File: config.mk
export PLATFORM = sky130hd
export DESIGN_NAME = circular_double_ended_queue_core
export DESIGN_NICKNAME = d
export VERILOG_FILES = /design/src/design/cdq_pkg.sv /design/src/design/circular_double_ended_queue_core.sv /design/src/design/cdq_ram.sv
export VERILOG_INCLUDE_DIRS = /design/src /design/src/design
export SDC_FILE = /design/constraint.sdc
export NUM_CORES = 1
export LEC_CHECK = 0
export BUFFER_PORTS_ARGS = -buffer_cell sky130_fd_sc_hd__buf_2
export CORE_ASPECT_RATIO = 0.9
export CORE_MARGIN = 2
export CORE_UTILIZATION = 65
export DETAILED_ROUTE_END_ITERATION = 6
export PLACE_DENSITY = 0.88
export SKIP_LAST_GASP = 1
export SYNTH_ARGS = -nofsm -noshare
export SYNTH_HDL_FRONTEND = slang
export SYNTH_HIERARCHICAL = 1
export SYNTH_SLANG_ARGS = --single-unit
File: constraint.sdc
create_clock -name clk -period 7.1 [get_ports clk]
set_input_delay 0.71 -clock clk [delete_from_list [all_inputs] [get_ports clk]]
set_output_delay 0.71 -clock clk [all_outputs]
set_load 0.02 [all_outputs]
File: src/design/circular_double_ended_queue_core_defines.svh
// Assertion macros for the deque core design file.
`ifndef CIRCULAR_DOUBLE_ENDED_QUEUE_CORE_DEFINES_SVH
`define CIRCULAR_DOUBLE_ENDED_QUEUE_CORE_DEFINES_SVH

`ifndef NO_ASSERTIONS

// Same-cycle implication: whenever a holds, c must hold too.
`define CDQ_ASSERT_IMPLIES(label, clk, rst, a, c) \
  label: assert property (@(posedge clk) disable iff (rst) (a) |-> (c)) \
    else $error("deque assertion failed");

// Next-cycle implication: whenever a holds, c must hold in the next cycle.
`define CDQ_ASSERT_NEXT(label, clk, rst, a, c) \
  label: assert property (@(posedge clk) disable iff (rst) (a) |=> (c)) \
    else $error("deque assertion failed");

// Condition that must never be seen.
`define CDQ_ASSERT_NEVER(label, clk, rst, a) \
  label: assert property (@(posedge clk) disable iff (rst) !(a)) \
    else $error("deque assertion failed");

`else

`define CDQ_ASSERT_IMPLIES(label, clk, rst, a, c)
`define CDQ_ASSERT_NEXT(label, clk, rst, a, c)
`define CDQ_ASSERT_NEVER(label, clk, rst, a)

`endif

`endif

File: src/design/cdq_pkg.sv
package cdq_pkg;

  // Command codes
  localparam logic [1:0] CMD_PUSH_FRONT = 2'd0;
  localparam logic [1:0] CMD_PUSH_BACK  = 2'd1;
  localparam logic [1:0] CMD_POP_FRONT  = 2'd2;
  localparam logic [1:0] CMD_POP_BACK   = 2'd3;

  // Result status codes
  localparam logic [1:0] STAT_DONE  = 2'd0;
  localparam logic [1:0] STAT_FULL  = 2'd1;
  localparam logic [1:0] STAT_EMPTY = 2'd2;

  // Word returned by a pop from an empty queue
  localparam logic signed [31:0] POP_EMPTY_VALUE = -32'sd1;

  typedef struct packed {
    logic [1:0]         command;
    logic signed [31:0] push_value;
  } cdq_req_t;

  typedef struct packed {
    logic signed [31:0] pop_value;
    logic [1:0]         status;
    logic               is_full;
    logic               is_empty;
  } cdq_rsp_t;

  typedef enum logic {
    ST_IDLE,
    ST_RDWAIT
  } cdq_state_t;

endpackage

File: src/design/circular_double_ended_queue_core.sv
// Circular double-ended queue of signed 32-bit words, DEPTH entries deep.
// Requests arrive on cmd (valid/ready) carrying a command and a push word;
// every request gives exactly one response on res (valid/ready) with the
// popped word, a status code and the full/empty flags after the request.
// Push front/back writes the slot RAM in the accepting cycle; the response
// is registered and shows in the cycle after acceptance. A push into a full
// queue answers with full status and changes nothing.
// Pop front/back reads the slot RAM through its registered read port; the
// word then passes ST_RDWAIT into the response register. A pop from an
// empty queue answers without a RAM read, with -1 and empty status.
// Throughput: one push or refused pop per cycle while responses are taken;
// a pop holds cmd_ready low in ST_RDWAIT until the RAM read returns.
// A new request is taken while a finished response waits, provided that
// response is being taken in the same cycle; if the receiver stalls, the
// response is held in the output register and cmd_ready stays low.
// Reset empties the queue (pointers and count to zero) and drops any
// pending response; slot contents are not cleared.
module circular_double_ended_queue_core #(
  parameter int DEPTH = 16
) (
  input  logic              clk,
  input  logic              rst,
  input  logic              cmd_valid,
  output logic              cmd_ready,
  input  cdq_pkg::cdq_req_t cmd,
  output logic              res_valid,
  input  logic              res_ready,
  output cdq_pkg::cdq_rsp_t res
);

  import cdq_pkg::*;

`include "circular_double_ended_queue_core_defines.svh"

  localparam int PTR_W = $clog2(DEPTH);
  localparam int OCC_W = $clog2(DEPTH + 1);
  localparam logic [PTR_W-1:0] PTR_LAST  = PTR_W'(DEPTH - 1);
  localparam logic [OCC_W-1:0] OCC_FULL  = OCC_W'(DEPTH);

  cdq_state_t       state, state_next;
  logic [PTR_W-1:0] head, head_next;
  logic [PTR_W-1:0] tail, tail_next;
  logic [OCC_W-1:0] occupancy, occupancy_next;
  logic             res_valid_next;
  cdq_rsp_t         res_next;

  logic             accept;
  logic             is_push;
  logic             is_front;
  logic             q_full;
  logic             q_empty;
  logic [PTR_W-1:0] head_inc, head_dec, tail_inc, tail_dec;

  logic             ram_we;
  logic [PTR_W-1:0] ram_waddr;
  logic             ram_re;
  logic [PTR_W-1:0] ram_raddr;
  logic [31:0]      ram_rdata;

  // Slot storage
  cdq_ram #(
    .WIDTH (32),
    .DEPTH (DEPTH)
  ) u_slots (
    .clk   (clk),
    .we    (ram_we),
    .waddr (ram_waddr),
    .wdata (cmd.push_value),
    .re    (ram_re),
    .raddr (ram_raddr),
    .rdata (ram_rdata)
  );

  // Wrapping pointer neighbours and queue flags
  assign head_inc = (head == PTR_LAST) ? '0 : head + PTR_W'(1);
  assign head_dec = (head == '0) ? PTR_LAST : head - PTR_W'(1);
  assign tail_inc = (tail == PTR_LAST) ? '0 : tail + PTR_W'(1);
  assign tail_dec = (tail == '0) ? PTR_LAST : tail - PTR_W'(1);
  assign q_full   = (occupancy == OCC_FULL);
  assign q_empty  = (occupancy == '0);
  assign is_push  = (cmd.command == CMD_PUSH_FRONT) || (cmd.command == CMD_PUSH_BACK);
  assign is_front = (cmd.command == CMD_PUSH_FRONT) || (cmd.command == CMD_POP_FRONT);

  // Request taken only in ST_IDLE and when the output register is free this cycle
  assign cmd_ready = (state == ST_IDLE) && (!res_valid || res_ready);
  assign accept    = cmd_valid && cmd_ready;

  // State register and control
  always_ff @(posedge clk) begin
    if (rst) begin
      state     <= ST_IDLE;
      head      <= '0;
      tail      <= '0;
      occupancy <= '0;
      res_valid <= 1'b0;
    end else begin
      state     <= state_next;
      head      <= head_next;
      tail      <= tail_next;
      occupancy <= occupancy_next;
      res_valid <= res_valid_next;
    end
  end

  // Response payload
  always_ff @(posedge clk) begin
    res <= res_next;
  end

  // Next state, pointer update and RAM control
  always_comb begin
    state_next     = state;
    head_next      = head;
    tail_next      = tail;
    occupancy_next = occupancy;
    res_valid_next = res_valid && !res_ready;
    res_next       = res;
    ram_we         = 1'b0;
    ram_waddr      = tail;
    ram_re         = 1'b0;
    ram_raddr      = head;

    unique case (state)
      ST_IDLE: begin
        if (accept) begin
          if (is_push) begin
            res_valid_next     = 1'b1;
            res_next.pop_value = '0;
            if (q_full) begin
              res_next.status   = STAT_FULL;
              res_next.is_full  = 1'b1;
              res_next.is_empty = 1'b0;
            end else begin
              ram_we         = 1'b1;
              occupancy_next = occupancy + OCC_W'(1);
              if (is_front) begin
                ram_waddr = head_dec;
                head_next = head_dec;
              end else begin
                ram_waddr = tail;
                tail_next = tail_inc;
              end
              res_next.status   = STAT_DONE;
              res_next.is_full  = (occupancy + OCC_W'(1) == OCC_FULL);
              res_next.is_empty = 1'b0;
            end
          end else if (q_empty) begin
            res_valid_next     = 1'b1;
            res_next.pop_value = POP_EMPTY_VALUE;
            res_next.status    = STAT_EMPTY;
            res_next.is_full   = 1'b0;
            res_next.is_empty  = 1'b1;
          end else begin
            // Pop: flags now, word once the RAM read returns
            ram_re         = 1'b1;
            occupancy_next = occupancy - OCC_W'(1);
            if (is_front) begin
              ram_raddr = head;
              head_next = head_inc;
            end else begin
              ram_raddr = tail_dec;
              tail_next = tail_dec;
            end
            res_next.status   = STAT_DONE;
            res_next.is_full  = 1'b0;
            res_next.is_empty = (occupancy == OCC_W'(1));
            state_next        = ST_RDWAIT;
          end
        end
      end
      ST_RDWAIT: begin
        res_next.pop_value = ram_rdata;
        res_valid_next     = 1'b1;
        state_next         = ST_IDLE;
      end
      default: begin
        state_next = ST_IDLE;
      end
    endcase
  end

  // Checks
  `CDQ_ASSERT_NEVER(a_occ_bound, clk, rst, occupancy > OCC_FULL)
  `CDQ_ASSERT_IMPLIES(a_no_overwrite, clk, rst, accept, !res_valid || res_ready)
  `CDQ_ASSERT_NEXT(a_pop_answers, clk, rst, state == ST_RDWAIT, res_valid && state == ST_IDLE)
  `CDQ_ASSERT_IMPLIES(a_flags_excl, clk, rst, res_valid, !(res.is_full && res.is_empty))

endmodule

File: src/design/cdq_ram.sv
module cdq_ram #(
  parameter int WIDTH = 32,
  parameter int DEPTH = 16
) (
  input  logic                     clk,
  input  logic                     we,
  input  logic [$clog2(DEPTH)-1:0] waddr,
  input  logic [WIDTH-1:0]         wdata,
  input  logic                     re,
  input  logic [$clog2(DEPTH)-1:0] raddr,
  output logic [WIDTH-1:0]         rdata
);

  logic [WIDTH-1:0] mem [DEPTH];

  // Single write port, registered read port
  always_ff @(posedge clk) begin
    if (we) begin
      mem[waddr] <= wdata;
    end
    if (re) begin
      rdata <= mem[raddr];
    end
  end

endmodule
==> flow_metrics.env <==
export IMPL_synth_fp_nets=1149
export IMPL_synth_most_common_cell="edfxtp_1"
export IMPL_p_sw_uw=2010
export IMPL_final_period_utilization=0.684
export IMPL_hp_class="in -> reg"
export IMPL_fin_skew_ps=13.9
export IMPL_finalHoldViolCount=0
export IMPL_relSlewSlack=0.125
export IMPL_synth_seq_cells=595
export IMPL_cts_tree="built"
export IMPL_die_h_microns=182
export IMPL_die_w_microns=201
export IMPL_wl_per_cell_microns=31.4
export IMPL_syn_to_final_growth_pct=12.8
export IMPL_internal_power_uw=6220
export IMPL_cp_num_buf_inv=1
export IMPL_hold_buffers=0
export IMPL_grt_overflow_total=0
export IMPL_critical_path_required_ps=7420
export IMPL_grt_pass1_vias=12200
export IMPL_port_buffers=75
export IMPL_endpoint_kind="flop"
export IMPL_htree_levels=2
export IMPL_synthArstFlopShare=0
export IMPL_cts_buffers=54
export IMPL_drt_wl_total_microns=54100
export IMPL_final_min_clock_period_ps=4850
export IMPL_grt_max_degree=65
export IMPL_cts_setup_buffers=0
export IMPL_initial_core_util=0.654
export IMPL_crit_chain="nor2b_4, nor3_2, nand2_2, nor4b_4, mux2i_4, buf_12, mux4_2, a22oi_1, nand2_1"
export IMPL_synth_ff_type="edfxtp_1"
export IMPL_leakage_uw=0.00827
export IMPL_fin_nets=1252
export IMPL_crit_path_max_fanout=56
export IMPL_crit_arrival_ps=5170
export IMPL_critical_path_class="reg -> reg"
export IMPL_io_pins=76
export IMPL_pwr_share_clk=0.352
export IMPL_pwr_share_comb=0.148
export IMPL_powerDensity_nw_per_um2=320
export IMPL_syn_area_sq_um=22800
export IMPL_clock_sinks=595
export IMPL_vias=11800
export IMPL_cts_max_path_buffers=3
export IMPL_slowest_stage="nand2_2"
export IMPL_drtIter0Drc=1487
export IMPL_gp_congestion=0.797
export IMPL_slowest_delay_ps=750
export IMPL_swShare=0.244
export IMPL_synthTopCellsByArea="edfxtp_1 (76%), mux4_2 (13%), a22oi_1 (2.1%)"
export IMPL_synth_top_area_frac=0.765
export IMPL_synth_cell_type_count=54
export IMPL_fp_coreArea_sq_um=34800
export IMPL_avgSynthCellArea_sq_um=20.6
export IMPL_rsz0062_at_grt="false"
export IMPL_p_seq_frac=0.499
export IMPL_rows=65
export IMPL_setup_violations=0
export IMPL_rrSetupSlack_ps=2250
export IMPL_ir_drop_uv=245
export IMPL_worst_pin_slew_ps=1310
export IMPL_netlist_top_cells_count="edfxtp_1 (580), mux4_2 (128), nand2_1 (110)"
export IMPL_cts_resized=0
export IMPL_fillers=1865
export IMPL_ant_nets=0
export IMPL_yosysWarningCount=6
export IMPL_drive_gt1_frac=0.276
export IMPL_synth_edff_count=580
export IMPL_grt_pass1_wl_microns=79200
export IMPL_hold_slack_ps=459
export IMPL_viasPerCell=6.85
export IMPL_path_clk_slew_ps=60
export IMPL_worst_skew_pair_late_latency_ps=570
export IMPL_firstDrtPassIters=5
export IMPL_dp_hpwl_microns=27300
export IMPL_drv_slew=0
export IMPL_grt_antenna_before_repair=6
export IMPL_synth_area_leader_cell="edfxtp_1"
export IMPL_seq_area_frac_synth=0.778
export IMPL_status="complete, no violations"
export IMPL_tns_ps=0
export IMPL_syn_inst=1103
export IMPL_grt_use_total=0.302
export IMPL_fmax_ghz=0.206
export IMPL_critPathTopFamily="simple AND/OR/NAND/NOR gates"
export IMPL_maxCapViolCount=0
export IMPL_drc=0
export IMPL_die_area_sq_um=36500
export IMPL_critPathLaunchType="flop"
export IMPL_clock_root_buffer="clkbuf_16"
## metrics by stage
stage | setup slack (ps) | utilization | instances | total power (uW) | cell area (sq um)
global route | 1970 | 0.738 | 1719 | 8470 | 25700
CTS | 2260 | 0.738 | 1718 | 8250 | 25700
floorplan | 2080 | - | 1103 | 5000 | 22800
global placement | 2040 | 0.687 | 1619 | 5320 | 23900
detailed placement | 1810 | 0.687 | 1619 | 5360 | 23900
finish | 2250 | 0.738 | 1721 | 8230 | 25700
## power groups by stage
stage               sequential, uW  combinational [uW]  clock (uW)
global placement              4170                1140           0
global route                  4120                1290        3060
finish                        4110                1220        2900
detailed placement            4180                1190           0
CTS                           4110                1210        2930
floorplan                     4220                 785           0
## worst register-to-register path, cell delays in order (launching register included)
cell	delay, ps
dfxtp_1	320
nor2b_4	150
nor3_2	520
nand2_2	750
nor4b_4	730
mux2i_4	730
buf_12	470
mux4_2	630
a22oi_1	220
nand2_1	80
## area by class of cell
class                   count  area [sq um]  area share
multi-input cells         438          4900       0.191
clock inverters            33           317      0.0123
inverters                  12          45.0     0.00175
well taps                 469           587      0.0228
clock buffers              66          1460      0.0568
diodes                      3          7.51    0.000292
flip-flops and latches    595         17700       0.690
repair buffers            105           651      0.0253
## metal layers
metal | GRT usage | share of wire | wire [microns] | up-vias
li1 | - | - | - | 4745
met1 | 0.399 | 0.35 | 19000 | 5975
met2 | 0.503 | 0.50 | 27200 | 861
met3 | 0.0601 | 0.10 | 5550 | 196
met4 | 0.127 | 0.043 | 2330 | 8
met5 | 0 | 0.0011 | 58 | -
## logic make-up after synthesis
kind of cell	Yosys count	synth area share
AND/OR/NAND/NOR	178	0.0355
adder cells (fa/ha/maj)	8	0.00440
multiplexers	137	0.131
flip-flops	595	0.778
AO/OA/AOI/OAI	104	0.0332
buffers and inverters	70	0.0139
XOR/XNOR	11	0.00423
## flip-flops by register name, indices dropped and copies added, names as in the netlist
signal,flops
u_slots/mem,512
occupancy,5
res_valid,1
u_slots/rdata,32
res,36
tail,4
head,4
state,1
## final timing paths
path / startpoint / end / cells past startpoint
setup / recovery: res_valid / u_slots/rdata[25] / 9
hold / removal: cmd_valid / res_valid / 3
setup reg to reg: res_valid / u_slots/rdata[25] / 9
hold reg to reg: u_slots/rdata[5] / res[9] / 2
## placed cells by master (no fill, tap or decap), types with 5 or more instances in the layout
master     count
nand3_1        5
nor2_4        14
bufinv_16      6
clkbuf_1       9
a21oi_1       13
clkinv_1      14
nor3_2         5
buf_2         75
edfxtp_1     580
o21ai_0        8
nand2_1      110
xnor2_1        6
xor2_1         5
clkbuf_16     57
ha_1           8
clkinv_2       7
inv_1         11
nor2_1        17
a22oi_1       64
dfxtp_1       14
buf_4         26
mux4_2       128
Power figures use the tool's default switching activity.
